<file path="config.mk">
export PLATFORM = sky130hd
export DESIGN_NAME = power_monitor_stats_alert_unit
export DESIGN_NICKNAME = d
export VERILOG_FILES = /design/src/design/pmsa_pkg.sv /design/src/design/pmsa_in_reg.sv /design/src/design/pmsa_limit_chk.sv /design/src/design/pmsa_stats.sv /design/src/design/power_monitor_stats_alert_unit.sv
export SDC_FILE = /design/constraint.sdc
export NUM_CORES = 1
export LEC_CHECK = 0
export BUFFER_PORTS_ARGS = -buffer_cell sky130_fd_sc_hd__clkbuf_2
export CAP_MARGIN = 5
export CORE_MARGIN = 2
export CORE_UTILIZATION = 55
export DETAILED_ROUTE_END_ITERATION = 6
export GPL_TIMING_DRIVEN = 0
export PLACE_DENSITY_LB_ADDON = 0.15
export SETUP_SLACK_MARGIN = 0.3
export SLEW_MARGIN = 20
export SYNTH_ARGS = -nofsm -noshare
export SYNTH_HDL_FRONTEND = slang
export SYNTH_SLANG_ARGS = --single-unit
export TNS_END_PERCENT = 100
</file>
<file path="constraint.sdc">
create_clock -name i_clk -period 6.31 [get_ports i_clk]
set_clock_uncertainty 0.1 [all_clocks]
set_input_delay 1.262 -clock i_clk [delete_from_list [all_inputs] [get_ports i_clk]]
set_output_delay 1.262 -clock i_clk [all_outputs]
set_load 0.005 [all_outputs]
</file>
<file path="src/design/pmsa_pkg.sv">
package pmsa_pkg;

    localparam int unsigned VOLT_W   = 15;
    localparam int unsigned CUR_W    = 16;
    localparam int unsigned PWR_W    = 16;
    localparam int unsigned VSUM_W   = 47;
    localparam int unsigned CSUM_W   = 48;
    localparam int unsigned PSUM_W   = 48;
    localparam int unsigned CNT_W    = 32;
    localparam int unsigned FLT_W    = 4;
    localparam int unsigned STAT_W   = 6;
    localparam int unsigned CFG_W    = 16;
    localparam int unsigned CFG_IDX_W = 2;
    localparam int unsigned IN_DATA_W  = 48;
    localparam int unsigned OUT_DATA_W = 328;

    localparam int unsigned FLT_OVER_V  = 0;
    localparam int unsigned FLT_UNDER_V = 1;
    localparam int unsigned FLT_OVER_I  = 2;
    localparam int unsigned FLT_OVER_P  = 3;

    localparam logic [VOLT_W-1:0]        VMIN_RST = '1;
    localparam logic signed [CUR_W-1:0]  IMIN_RST = 16'sh7FFF;
    localparam logic [VSUM_W-1:0]        VSUM_MAX = '1;
    localparam logic signed [CSUM_W-1:0] CSUM_MAX = {1'b0, {(CSUM_W-1){1'b1}}};
    localparam logic signed [CSUM_W-1:0] CSUM_MIN = {1'b1, {(CSUM_W-1){1'b0}}};
    localparam logic [PSUM_W-1:0]        PSUM_MAX = '1;
    localparam logic [CNT_W-1:0]         CNT_MAX  = '1;

    typedef enum logic [CFG_IDX_W-1:0] {
        CFG_BUS_OVER   = 2'd0,
        CFG_BUS_UNDER  = 2'd1,
        CFG_CUR_OVER   = 2'd2,
        CFG_PWR_OVER   = 2'd3
    } t_cfg_idx;

    typedef struct packed {
        logic                     cmd;
        logic [VOLT_W-1:0]        bus_voltage;
        logic signed [CUR_W-1:0]  current_value;
        logic [PWR_W-1:0]         power_value;
        logic                     overflow_flag;
    } t_sample;

    typedef struct packed {
        logic [STAT_W-1:0]        status_flags;
        logic [VOLT_W-1:0]        vbus_min;
        logic [VOLT_W-1:0]        vbus_max;
        logic signed [CUR_W-1:0]  current_min;
        logic signed [CUR_W-1:0]  current_max;
        logic [PWR_W-1:0]         power_max;
        logic [VSUM_W-1:0]        vbus_total;
        logic signed [CSUM_W-1:0] current_total;
        logic [PSUM_W-1:0]        power_total;
        logic [CNT_W-1:0]         sample_total;
        logic [CNT_W-1:0]         overflow_total;
        logic [CNT_W-1:0]         alert_total;
    } t_stats;

endpackage

</file>
<file path="src/design/pmsa_in_reg.sv">
module pmsa_in_reg (
    input  logic               i_clk,
    input  logic               i_rst_n,
    input  logic               i_valid,
    output logic               o_ready,
    input  pmsa_pkg::t_sample  i_sample,
    output logic               o_valid,
    input  logic               i_ready,
    output pmsa_pkg::t_sample  o_sample
);

    logic              r_valid;
    pmsa_pkg::t_sample r_sample;

    assign o_ready  = !r_valid || i_ready;
    assign o_valid  = r_valid;
    assign o_sample = r_sample;

    always_ff @(posedge i_clk) begin
        if (!i_rst_n) begin
            r_valid <= 1'b0;
        end else if (o_ready) begin
            r_valid <= i_valid;
        end
    end

    always_ff @(posedge i_clk) begin
        if (i_valid && o_ready) begin
            r_sample <= i_sample;
        end
    end

endmodule

</file>
<file path="src/design/pmsa_limit_chk.sv">
module pmsa_limit_chk (
    input  logic                                 i_clk,
    input  logic                                 i_rst_n,
    input  logic                                 i_cfg_we,
    input  logic [pmsa_pkg::CFG_IDX_W-1:0]       i_cfg_idx,
    input  logic [pmsa_pkg::CFG_W-1:0]           i_cfg_data,
    input  pmsa_pkg::t_sample                    i_sample,
    output logic [pmsa_pkg::FLT_W-1:0]           o_fault
);

    logic [pmsa_pkg::VOLT_W-1:0] r_bus_over;
    logic [pmsa_pkg::VOLT_W-1:0] r_bus_under;
    logic [pmsa_pkg::CUR_W-2:0]  r_cur_over;
    logic [pmsa_pkg::PWR_W-1:0]  r_pwr_over;

    always_ff @(posedge i_clk) begin
        if (!i_rst_n) begin
            r_bus_over  <= '0;
            r_bus_under <= '0;
            r_cur_over  <= '0;
            r_pwr_over  <= '0;
        end else if (i_cfg_we) begin
            unique case (pmsa_pkg::t_cfg_idx'(i_cfg_idx))
                pmsa_pkg::CFG_BUS_OVER:  r_bus_over  <= i_cfg_data[pmsa_pkg::VOLT_W-1:0];
                pmsa_pkg::CFG_BUS_UNDER: r_bus_under <= i_cfg_data[pmsa_pkg::VOLT_W-1:0];
                pmsa_pkg::CFG_CUR_OVER:  r_cur_over  <= i_cfg_data[pmsa_pkg::CUR_W-2:0];
                pmsa_pkg::CFG_PWR_OVER:  r_pwr_over  <= i_cfg_data[pmsa_pkg::PWR_W-1:0];
                default: ;
            endcase
        end
    end

    always_comb begin
        o_fault = '0;
        o_fault[pmsa_pkg::FLT_OVER_V]  = (r_bus_over != '0) &&
                                         (i_sample.bus_voltage > r_bus_over);
        o_fault[pmsa_pkg::FLT_UNDER_V] = (r_bus_under != '0) &&
                                         (i_sample.bus_voltage < r_bus_under);
        o_fault[pmsa_pkg::FLT_OVER_I]  = (r_cur_over != '0) &&
                                         (i_sample.current_value > $signed({1'b0, r_cur_over}));
        o_fault[pmsa_pkg::FLT_OVER_P]  = (r_pwr_over != '0) &&
                                         (i_sample.power_value > r_pwr_over);
    end

endmodule

</file>
<file path="src/design/pmsa_stats.sv">
module pmsa_stats (
    input  logic                        i_clk,
    input  logic                        i_rst_n,
    input  logic                        i_valid,
    output logic                        o_ready,
    input  pmsa_pkg::t_sample           i_sample,
    input  logic [pmsa_pkg::FLT_W-1:0]  i_fault,
    output logic                        o_valid,
    input  logic                        i_ready,
    output pmsa_pkg::t_stats            o_stats
);

    logic                                r_out_valid;
    logic                                r_fault_now;
    logic [pmsa_pkg::VOLT_W-1:0]         r_vmin, r_vmax;
    logic signed [pmsa_pkg::CUR_W-1:0]   r_imin, r_imax;
    logic [pmsa_pkg::PWR_W-1:0]          r_pmax;
    logic [pmsa_pkg::VSUM_W-1:0]         r_vsum;
    logic signed [pmsa_pkg::CSUM_W-1:0]  r_csum;
    logic [pmsa_pkg::PSUM_W-1:0]         r_psum;
    logic [pmsa_pkg::CNT_W-1:0]          r_samples, r_overflows, r_alerts;
    logic [pmsa_pkg::FLT_W-1:0]          r_sticky;
    logic                                r_halted;

    logic                                n_fault_now;
    logic [pmsa_pkg::VOLT_W-1:0]         n_vmin, n_vmax;
    logic signed [pmsa_pkg::CUR_W-1:0]   n_imin, n_imax;
    logic [pmsa_pkg::PWR_W-1:0]          n_pmax;
    logic [pmsa_pkg::VSUM_W-1:0]         n_vsum;
    logic signed [pmsa_pkg::CSUM_W-1:0]  n_csum;
    logic [pmsa_pkg::PSUM_W-1:0]         n_psum;
    logic [pmsa_pkg::CNT_W-1:0]          n_samples, n_overflows, n_alerts;
    logic [pmsa_pkg::FLT_W-1:0]          n_sticky;
    logic                                n_halted;

    logic [pmsa_pkg::VSUM_W:0]           vsum_ext;
    logic signed [pmsa_pkg::CSUM_W:0]    csum_ext;
    logic [pmsa_pkg::PSUM_W:0]           psum_ext;
    logic                                adv;

    assign o_ready = !r_out_valid || i_ready;
    assign adv     = i_valid && o_ready;
    assign o_valid = r_out_valid;

    assign vsum_ext = {1'b0, r_vsum} + (pmsa_pkg::VSUM_W+1)'(i_sample.bus_voltage);
    assign psum_ext = {1'b0, r_psum} + (pmsa_pkg::PSUM_W+1)'(i_sample.power_value);
    assign csum_ext = {r_csum[pmsa_pkg::CSUM_W-1], r_csum}
                    + {{(pmsa_pkg::CSUM_W+1-pmsa_pkg::CUR_W){i_sample.current_value[pmsa_pkg::CUR_W-1]}},
                       i_sample.current_value};

    always_comb begin
        n_fault_now = 1'b0;
        n_vmin      = r_vmin;
        n_vmax      = r_vmax;
        n_imin      = r_imin;
        n_imax      = r_imax;
        n_pmax      = r_pmax;
        n_vsum      = r_vsum;
        n_csum      = r_csum;
        n_psum      = r_psum;
        n_samples   = r_samples;
        n_overflows = r_overflows;
        n_alerts    = r_alerts;
        n_sticky    = r_sticky;
        n_halted    = r_halted;
        if (i_sample.cmd) begin
            n_vmin      = pmsa_pkg::VMIN_RST;
            n_vmax      = '0;
            n_imin      = pmsa_pkg::IMIN_RST;
            n_imax      = '0;
            n_pmax      = '0;
            n_vsum      = '0;
            n_csum      = '0;
            n_psum      = '0;
            n_samples   = '0;
            n_overflows = '0;
            n_alerts    = '0;
            n_sticky    = '0;
            n_halted    = 1'b0;
        end else if (!r_halted) begin
            if (i_sample.bus_voltage > r_vmax) n_vmax = i_sample.bus_voltage;
            if (i_sample.bus_voltage < r_vmin) n_vmin = i_sample.bus_voltage;
            if (i_sample.current_value > r_imax) n_imax = i_sample.current_value;
            if (i_sample.current_value < r_imin) n_imin = i_sample.current_value;
            if (i_sample.power_value > r_pmax) n_pmax = i_sample.power_value;
            n_vsum = vsum_ext[pmsa_pkg::VSUM_W] ? pmsa_pkg::VSUM_MAX
                                                : vsum_ext[pmsa_pkg::VSUM_W-1:0];
            n_psum = psum_ext[pmsa_pkg::PSUM_W] ? pmsa_pkg::PSUM_MAX
                                                : psum_ext[pmsa_pkg::PSUM_W-1:0];
            if (csum_ext[pmsa_pkg::CSUM_W] != csum_ext[pmsa_pkg::CSUM_W-1]) begin
                n_csum = csum_ext[pmsa_pkg::CSUM_W] ? pmsa_pkg::CSUM_MIN : pmsa_pkg::CSUM_MAX;
            end else begin
                n_csum = csum_ext[pmsa_pkg::CSUM_W-1:0];
            end
            if (r_samples != pmsa_pkg::CNT_MAX) n_samples = r_samples + 1'b1;
            if (i_sample.overflow_flag && (r_overflows != pmsa_pkg::CNT_MAX)) begin
                n_overflows = r_overflows + 1'b1;
            end
            if (i_fault != '0) begin
                n_sticky    = r_sticky | i_fault;
                n_halted    = 1'b1;
                n_fault_now = 1'b1;
                if (r_alerts != pmsa_pkg::CNT_MAX) n_alerts = r_alerts + 1'b1;
            end
        end
    end

    always_ff @(posedge i_clk) begin
        if (!i_rst_n) begin
            r_out_valid <= 1'b0;
            r_fault_now <= 1'b0;
            r_vmin      <= pmsa_pkg::VMIN_RST;
            r_vmax      <= '0;
            r_imin      <= pmsa_pkg::IMIN_RST;
            r_imax      <= '0;
            r_pmax      <= '0;
            r_vsum      <= '0;
            r_csum      <= '0;
            r_psum      <= '0;
            r_samples   <= '0;
            r_overflows <= '0;
            r_alerts    <= '0;
            r_sticky    <= '0;
            r_halted    <= 1'b0;
        end else begin
            if (o_ready) begin
                r_out_valid <= i_valid;
            end
            if (adv) begin
                r_fault_now <= n_fault_now;
                r_vmin      <= n_vmin;
                r_vmax      <= n_vmax;
                r_imin      <= n_imin;
                r_imax      <= n_imax;
                r_pmax      <= n_pmax;
                r_vsum      <= n_vsum;
                r_csum      <= n_csum;
                r_psum      <= n_psum;
                r_samples   <= n_samples;
                r_overflows <= n_overflows;
                r_alerts    <= n_alerts;
                r_sticky    <= n_sticky;
                r_halted    <= n_halted;
            end
        end
    end

    always_comb begin
        o_stats.status_flags   = {r_halted, r_sticky, r_fault_now};
        o_stats.vbus_min       = r_vmin;
        o_stats.vbus_max       = r_vmax;
        o_stats.current_min    = r_imin;
        o_stats.current_max    = r_imax;
        o_stats.power_max      = r_pmax;
        o_stats.vbus_total     = r_vsum;
        o_stats.current_total  = r_csum;
        o_stats.power_total    = r_psum;
        o_stats.sample_total   = r_samples;
        o_stats.overflow_total = r_overflows;
        o_stats.alert_total    = r_alerts;
    end

    a_halt_has_cause: assert property (@(posedge i_clk) disable iff (!i_rst_n)
        r_halted |-> (r_sticky != '0))
        else $error("Halted without a sticky fault.");

    a_fault_halts: assert property (@(posedge i_clk) disable iff (!i_rst_n)
        r_fault_now |-> r_halted)
        else $error("Fault reported without halting.");

    a_alerts_bounded: assert property (@(posedge i_clk) disable iff (!i_rst_n)
        r_alerts <= r_samples)
        else $error("Alert count exceeds sample count.");

    a_vbus_order: assert property (@(posedge i_clk) disable iff (!i_rst_n)
        (r_samples != '0) |-> (r_vmin <= r_vmax))
        else $error("Voltage minimum above maximum.");

    a_stall_holds_stats: assert property (@(posedge i_clk) disable iff (!i_rst_n)
        (r_out_valid && !i_ready) |=> ($stable(r_samples) && $stable(r_halted)
                                       && $stable(r_csum)))
        else $error("Statistics changed while a result was stalled.");

endmodule

</file>
<file path="src/design/power_monitor_stats_alert_unit.sv">
// Power-monitor statistics and alert unit. Each input transaction is either a
// sample (tuser low) or a clear command (tuser high), and each one yields
// exactly one output transaction carrying the full statistics set after the
// update. A transaction is registered at the input stage, checked against the
// thresholds combinationally and then registered into the statistics stage,
// which presents the result. One transaction is taken per cycle while the
// output side keeps up; when it does not, both stages hold and the input
// stalls. A sample that trips an enabled threshold halts the unit; later
// samples are reported but leave the statistics untouched until a clear
// command arrives. Threshold registers are written through the configuration
// port by the user only while no transactions are in flight; the unit itself does not enforce this.
module power_monitor_stats_alert_unit (
    input  logic                                  i_clk,
    input  logic                                  i_rst_n,
    input  logic                                  i_cfg_we,
    input  logic [pmsa_pkg::CFG_IDX_W-1:0]        i_cfg_idx,
    input  logic [pmsa_pkg::CFG_W-1:0]            i_cfg_data,
    input  logic                                  s_axis_tvalid,
    output logic                                  s_axis_tready,
    // Fields from bit 0: bus_voltage, current_value, power_value, overflow_flag.
    input  logic [pmsa_pkg::IN_DATA_W-1:0]        s_axis_tdata,
    // Fields from bit 0: cmd.
    input  logic [0:0]                            s_axis_tuser,
    output logic                                  m_axis_tvalid,
    input  logic                                  m_axis_tready,
    // Fields from bit 0: status_flags, vbus_min, vbus_max, current_min,
    // current_max, power_max, vbus_total, current_total, power_total,
    // sample_total, overflow_total, alert_total, then zero fill.
    output logic [pmsa_pkg::OUT_DATA_W-1:0]       m_axis_tdata
);

    pmsa_pkg::t_sample               in_sample;
    pmsa_pkg::t_sample               reg_sample;
    pmsa_pkg::t_stats                stats;
    logic                            reg_valid;
    logic                            stats_ready;
    logic [pmsa_pkg::FLT_W-1:0]      fault;

    assign in_sample.cmd           = s_axis_tuser[0];
    assign in_sample.bus_voltage   = s_axis_tdata[14:0];
    assign in_sample.current_value = s_axis_tdata[30:15];
    assign in_sample.power_value   = s_axis_tdata[46:31];
    assign in_sample.overflow_flag = s_axis_tdata[47];

    pmsa_in_reg u_in_reg (
        .i_clk    (i_clk),
        .i_rst_n  (i_rst_n),
        .i_valid  (s_axis_tvalid),
        .o_ready  (s_axis_tready),
        .i_sample (in_sample),
        .o_valid  (reg_valid),
        .i_ready  (stats_ready),
        .o_sample (reg_sample)
    );

    pmsa_limit_chk u_limit_chk (
        .i_clk      (i_clk),
        .i_rst_n    (i_rst_n),
        .i_cfg_we   (i_cfg_we),
        .i_cfg_idx  (i_cfg_idx),
        .i_cfg_data (i_cfg_data),
        .i_sample   (reg_sample),
        .o_fault    (fault)
    );

    pmsa_stats u_stats (
        .i_clk    (i_clk),
        .i_rst_n  (i_rst_n),
        .i_valid  (reg_valid),
        .o_ready  (stats_ready),
        .i_sample (reg_sample),
        .i_fault  (fault),
        .o_valid  (m_axis_tvalid),
        .i_ready  (m_axis_tready),
        .o_stats  (stats)
    );

    assign m_axis_tdata = {
        5'b0,
        stats.alert_total,
        stats.overflow_total,
        stats.sample_total,
        stats.power_total,
        stats.current_total,
        stats.vbus_total,
        stats.power_max,
        stats.current_max,
        stats.current_min,
        stats.vbus_max,
        stats.vbus_min,
        stats.status_flags
    };

endmodule
</file>
### Word-level counts from Yosys, hierarchy flattened

Index checks and enable logic that the tools add are counted.

* output and inout bits: 330
* word-level logic and storage cells: 132
* bits in registers: 435

* $lt $le $gt $ge: 9
* bitwise logic cells: 1
* reductions and logical operators: 40
* eq/ne operators: 8
* mux-type cells: 43
* add/sub/neg operators: 6

Operators by type and width (number)
* 48-bit two-way mux: 7
* 32-bit two-way mux: 10
* 16-bit two-way mux: 9
* 47-bit two-way mux: 3
* 48-bit by 16-bit adder with 49-bit output: 2
* 32-bit by 1-bit adder with 32-bit output, second input constant: 3
* 32-bit inequality test, second input constant: 3
* 15-bit two-way mux: 6
* 16-bit greater-than comparator: 4
* 47-bit by 15-bit adder with 48-bit output: 1
* 15-bit nonzero test: 3
* 15-bit greater-than comparator: 2
* 15-bit less-than comparator: 2
* 3-bit AND reduction: 8
* 2-bit nonzero test: 9
* 16-bit less-than comparator: 1
* 16-bit nonzero test: 1
* 4-bit two-way mux: 3
* 2-bit AND reduction: 5
* 1-bit logical AND: 7
* 1-bit two-way mux: 5
* 2-bit equality test, second input constant: 2
* 4-bit OR: 1
* 4-bit AND reduction: 1
* 7 further kinds: 9

### Longest topological paths before layout

* word-level depth: 6
* depth in mapped cells: 14

### Hierarchy

Synthesis repeated with hierarchy kept, for this count alone.

* cell total of the unflattened synthesis: 2966
* area total of the unflattened synthesis: 25119.1 um^2

By module, submodules not included
* pmsa_stats: seq. area each 6486.2 um^2, cells an instance 2402, area an instance 19612.6 um^2, times used 1
* pmsa_limit_chk: seq. area each 1221.2 um^2, cells an instance 504, area an instance 3936.3 um^2, times used 1
* pmsa_in_reg: seq. area each 1491.4 um^2, cells an instance 54, area an instance 1529.0 um^2, times used 1
* power_monitor_stats_alert_unit: seq. area each 0.0 um^2, cells an instance 6, area an instance 41.3 um^2, times used 1

### Worst setup path after synthesis

No wires, ideal clock.

* path type: flip-flop to flip-flop
* from: register u_in_reg.r_sample, in the netlist u_in_reg.o_sample[32]
* to: register u_stats.r_csum[18] (netlist bit)
* arrival time: 3.529 ns
* library setup time: 0.122 ns
* stages on the path, launching flop included: 14
* setup slack: 2.560 ns
* data required time: 6.088 ns
* path buffers: 2
* cell sequence: edfxtp_1 ha_1 clkbuf_1 a21o_1 a211oi_1 a2111oi_0 a22oi_1 o31a_1 o211ai_2 xor2_2 nor2_1 nor2_2 buf_2 a221o_1

* longest elaborated chain between the ends: 5
* elaborated cells between the ends (all ways): 6
* those cells by class: add/sub: 1; eq/ne: 1; mux: 4

RTL lines
* start: declaration: RTL line pmsa_in_reg.sv:13 `pmsa_pkg::t_sample r_sample;`
* start signal: assignment: RTL line pmsa_in_reg.sv:29 `r_sample <= i_sample;`
* 48-bit by 16-bit adder with 49-bit output *: RTL line pmsa_stats.sv:48 `+ {{(pmsa_pkg::CSUM_W+1-pmsa_pkg::CUR_W){i_sample.current_value[pmsa_pkg::CUR_W-1]}},`
* 48-bit two-way mux or 1-bit inequality test (tied branches): RTL line pmsa_stats.sv:91, pmsa_stats.sv:90
* 48-bit two-way mux *: RTL line pmsa_stats.sv:90 `if (csum_ext[pmsa_pkg::CSUM_W] != csum_ext[pmsa_pkg::CSUM_W-1]) begin`
* 48-bit two-way mux *: RTL line pmsa_stats.sv:80 `end else if (!r_halted) begin`
* 48-bit two-way mux *: RTL line pmsa_stats.sv:66 `if (i_sample.cmd) begin`
* end signal: assignment: RTL line pmsa_stats.sv:137 `r_csum <= n_csum;`
* end: declaration: RTL line pmsa_stats.sv:19 `logic signed [pmsa_pkg::CSUM_W-1:0] r_csum;`

Every way passes the cells marked *; elsewhere a longest branch is shown, timed or not. The select of a mux whose other input is x is not followed.
A chain may end at the register's enable or synchronous reset.

### Final worst setup path

* from: input port m_axis_tready
* to: register u_stats.r_imax[3] (netlist bit)

* longest elaborated chain between the ends: 3

RTL lines
* start: declaration: RTL line power_monitor_stats_alert_unit.sv:25 `input logic m_axis_tready,`
* 1-bit logical OR: RTL line pmsa_stats.sv:41 `assign o_ready = !r_out_valid || i_ready;`
* 1-bit logical AND: RTL line pmsa_stats.sv:42 `assign adv = i_valid && o_ready;`
* 3-bit AND reduction (no line)
* end signal: assignment: RTL line pmsa_stats.sv:134 `r_imax <= n_imax;`
* end: declaration: RTL line pmsa_stats.sv:16 `logic signed [pmsa_pkg::CUR_W-1:0] r_imin, r_imax;`

No other way between the ends.

==> load_flow_metrics.sql <==
INSERT INTO impl_metrics (metric_group, metric, value, unit) VALUES
('yosys', 'synth_edf_count', '49', ''),
('yosys', 'synth-xor-area-share', '4.50', '%'),
('yosys', 'yosys_warnings', '0', ''),
('yosys', 'synth_adder_area_share', '11.4', '%'),
('cells_and_area', 'nNetsFinal', '3815', ''),
('routing', 'routed-via-count', '25109', ''),
('worst_setup_path', 'required_time_worst_endpoint', '6.74', 'ns'),
('yosys', 'netlist_instances', '3068', ''),
('routing', 'drt_pre_antenna_iters', '6', ''),
('routing', 'postRouteWirelength', '86.2', 'mm'),
('global_routing', 'initial_antenna_violation_count', '3', ''),
('die', 'floorplan.io_pins', '402', ''),
('yosys', 'most_frequently_used_flop_master_after_synthesis', 'sky130_fd_sc_hd__dfxtp_1', ''),
('die', 'placement_rows', '78', ''),
('sta', 'timing.final.crit_share', '76.3', '%'),
('pwr', 'leakage', '12.8', 'nW'),
('sta', 'finalCriticalPeriod', '4.82', 'ns'),
('worst_setup_path', 'start_kind', 'input pin', ''),
('yosys', 'yosys.area_share.simple', '19.9', '%'),
('routing', 'drt_drc', '0', ''),
('run_status', 'outcome', 'finished, final reports clean', ''),
('global_routing', 'first_global_vias', '23506', ''),
('cts', 'total_number_of_clock_tree_sinks', '435', ''),
('global_routing', 'largest_net_degree_at_the_start_of_global_routing', '32', ''),
('sta', 'report.final.hold_viol_count', '0', ''),
('yosys', 'synthesis.area', '0.0253', 'mm^2'),
('yosys', 'synth_sequential_area_ratio', '36.4', '%'),
('yosys', 'synthDistinctLibCells', '86', ''),
('cells_and_area', 'syn2layout_area_growth', '17.8', '%'),
('sta', 'fmaxAchievable', '208', 'MHz'),
('cts', 'max-clock-path-buffers', '3', ''),
('sta', 'tightest_slew', '1.04', 'ns'),
('sta', 'drv_slew', '0', ''),
('sta', 'setup_tns', '0', 'ns'),
('yosys', 'synth_top_family_by_area', 'compound AO/OA/AOI/OAI gates', ''),
('cts', 'clk_latency', '0.61', 'ns'),
('worst_setup_path', 'endpoint_kind', 'register', ''),
('cts', 'ctsHtreeMaxLevel', '2', ''),
('global_routing', 'global_route.usage.total', '34.6', '%'),
('yosys', 'post_synth.cell_area_avg', '8.24', 'um^2'),
('hold_path', 'timing.hold.worst.class', 'register to register', ''),
('place', 'globalplace.congestion', '0.969', ''),
('sta', 'grt_setup_unrepaired', 'no', ''),
('place', 'detailed_place_hpwl', '65.8', 'mm'),
('cts', 'post-cts-setup-buffers', '0', ''),
('cts', 'cts_made_buffers', '50', ''),
('worst_setup_path', 'cp_max_fo', '10', ''),
('worst_setup_path', 'critPathKind', 'input pin to register', ''),
('sta', 'relSlewSlack', '30.4', '%'),
('worst_setup_path', 'timing.critical_path.arrival', '5.24', 'ns'),
('pwr', 'cellPowerDensity', '235', 'mW/mm^2'),
('cts', 'cts_tree', 'done', ''),
('cells_and_area', 'fraction_of_final_layout_cells_sized_beyond_drive_strength_1', '14.9', '%'),
('cts', 'clock_tree.root_cell', 'sky130_fd_sc_hd__clkbuf_16', ''),
('pwr', 'vdd_ir_drop_max', '0.244', 'mV'),
('die', 'die_h', '218', 'um'),
('routing', 'drt-initial-drc-count', '2300', ''),
('sta', 'final.hold.worst_slack', '0.363', 'ns'),
('worst_setup_path', 'r2r_setup_slack', '1.87', 'ns'),
('place', 'placement.io_buffers', '395', ''),
('cts', 'clkSlewWorstSetupHoldPaths', '0.06', 'ns'),
('die', 'dieArea', '0.0477', 'mm^2'),
('cts', 'cts_resized', '0', ''),
('routing', 'routed_via_density', '6.03', ''),
('die', 'chipWidth', '218', 'um'),
('yosys', 'asr_flop_ratio_synth', '0', '%'),
('cts', 'cts_hold_buf', '0', ''),
('yosys', 'synth_compound_gate_area_share', '21.9', '%'),
('yosys', 'synth-seq-cells', '435', ''),
('cells_and_area', 'fill_cells', '3973', ''),
('routing', 'final_antenna_net_count', '0', ''),
('sta', 'timing.final.setup_violations', '0', ''),
('routing', 'routedWlPerCell', '20.7', 'um'),
('yosys', 'mux_contribution_to_synthesized_area', '0.712', '%'),
('flow_run', 'cap_viol_max_count', '0', ''),
('die', 'floorplan.initialDensity', '55.7', '%'),
('global_routing', 'grt_first_pass_wirelength', '130', 'mm'),
('global_routing', 'gr_ovfl_total', '0', ''),
('die', 'core-area', '0.0454', 'mm^2');
==> synth_stat cells, types with 31 or more instances <==
cell type / count / area share, %
sky130_fd_sc_hd__a21o_1: 95 / 2.8
sky130_fd_sc_hd__a31oi_1: 31 / 0.77
sky130_fd_sc_hd__nor2_1: 227 / 3.4
sky130_fd_sc_hd__a22o_1: 41 / 1.4
sky130_fd_sc_hd__nand3_1: 125 / 2.5
sky130_fd_sc_hd__clkbuf_1: 125 / 1.9
sky130_fd_sc_hd__o21ai_0: 171 / 3.4
sky130_fd_sc_hd__edfxtp_1: 49 / 5.8
sky130_fd_sc_hd__inv_1: 172 / 2.6
sky130_fd_sc_hd__ha_1: 218 / 11
sky130_fd_sc_hd__dfxtp_1: 386 / 31
sky130_fd_sc_hd__a21oi_1: 249 / 4.9
sky130_fd_sc_hd__a221o_1: 34 / 1.3
sky130_fd_sc_hd__and3_1: 32 / 0.79
sky130_fd_sc_hd__nand2_1: 426 / 6.3
sky130_fd_sc_hd__nand4_1: 68 / 1.7
sky130_fd_sc_hd__nor3_1: 37 / 0.73
sky130_fd_sc_hd__o21a_1: 38 / 1.1
sky130_fd_sc_hd__xor2_1: 78 / 2.7
sky130_fd_sc_hd__xnor2_1: 50 / 1.7
==> per-stage QoR <==
step | area, um^2 | instances | utilization [%] | setup slack [ns] | total power [mW]
after global routing | 29800 | 4163 | 65.6 | 1.36 | 7.23
after CTS | 29800 | 4161 | 65.6 | 1.61 | 7.00
final | 29800 | 4164 | 65.6 | 1.49 | 7.00
after detailed placement | 28100 | 4070 | 61.9 | 0.987 | 4.02
after floorplan | 25300 | 3072 | - | 2.56 | 3.65
after global placement | 28000 | 4067 | 61.8 | 1.04 | 3.98
==> critical path, cell delays in order <==
cell and delay, ns:
sky130_fd_sc_hd__clkbuf_2 0.09, sky130_fd_sc_hd__nand2b_1 0.16, sky130_fd_sc_hd__nand2_1 0.13, sky130_fd_sc_hd__or2_2 0.46, sky130_fd_sc_hd__nor2_1 0.70, sky130_fd_sc_hd__nand2_1 0.51
sky130_fd_sc_hd__nand2_1 0.51, sky130_fd_sc_hd__clkbuf_1 0.72, sky130_fd_sc_hd__clkbuf_1 0.45, sky130_fd_sc_hd__nand2_1 0.10, sky130_fd_sc_hd__mux2i_1 0.15
==> routing by layer <==
metal / wire [um] / up-vias / track usage (%)
li1: - / 11935 / -
met1: 36300 / 11938 / 45.3
met2: 38300 / 1009 / 53.9
met3: 6790 / 225 / 6.61
met4: 4670 / 2 / 18.8
met5: 10 / - / 0
==> final timing paths <==
kind,startpoint,cells past startpoint,to
worst max-delay path,m_axis_tready,11,u_stats.r_imax[3]$_SDFFE_PN0P_
worst min-delay path,u_stats.r_psum[10]$_SDFFE_PN0P_,2,u_stats.r_psum[10]$_SDFFE_PN0P_
worst max register to register,u_in_reg.o_sample[34]$_DFFE_PP_,12,u_stats.r_vsum[4]$_SDFFE_PN0P_
worst min register to register,u_stats.r_psum[10]$_SDFFE_PN0P_,2,u_stats.r_psum[10]$_SDFFE_PN0P_
==> placed cells by master (no fill, tap or decap), drive strengths merged, types with 18 or more instances in the layout <==
master,count
nand4,68
xnor2,50
dfxtp,386
xor2,79
a31oi,31
mux2i,18
ha,218
nand2b,22
edfxtp,49
a221o,34
nor3,37
a22o,41
o21ai,188
a21o,95
nor2b,29
a211oi,28
nand3,126
a21oi,249
nor2,231
o211ai,25
o21a,38
o21bai,18
nand2,426
inv,176
clkbuf,593
buf,32
nor4,25
and3,32
or4,19
==> cell families (layout without fill, tap and decap cells) <==
kind of cell             count (synthesis)  after routing
other                                    1              8
AO/OA/AOI/OAI                          848            848
AND/OR/NAND/NOR                       1080           1080
flip-flops                             435            435
XOR/XNOR                               129            129
multiplexers                            18             18
buffers and inverters                  327            816
adder cells (fa/ha/maj)                230            230
==> sequential cells by signal, indices dropped and copies added (netlist names), 4 cells and up <==
register / cells
u_stats.r_pmax: 16
u_stats.r_vmax: 15
u_stats.r_psum: 48
u_stats.r_samples: 32
u_limit_chk.r_pwr_over: 16
u_stats.r_csum: 48
u_stats.r_imax: 16
u_limit_chk.r_bus_over: 15
u_stats.r_sticky: 4
u_limit_chk.r_bus_under: 15
u_stats.r_imin: 16
u_stats.r_alerts: 32
u_stats.r_vmin: 15
u_limit_chk.r_cur_over: 15
u_in_reg.o_sample: 49
u_stats.r_overflows: 32
u_stats.r_vsum: 47
==> power by group <==
group,total (mW),internal [mW],switching [mW]
clock network,3.02,1.79,1.23
registers,2.99,2.88,0.110
logic,0.991,0.368,0.623
total,7.00,5.04,1.96
==> cell type report <==
| type | instances | area (um^2) | area share [%] |
|---|---|---|---|
| diodes | 3 | 7.51 | 0.0252 |
| plain buffers | 154 | 669 | 2.25 |
| clock buffers | 73 | 1440 | 4.83 |
| clock inverters | 18 | 241 | 0.811 |
| inverters | 173 | 649 | 2.18 |
| multi-input cells | 2310 | 14800 | 49.7 |
| flip-flops and latches | 435 | 9200 | 30.9 |
| well taps | 600 | 751 | 2.52 |
| repair buffers | 398 | 2040 | 6.85 |
Power figures use the tool's default switching activity.
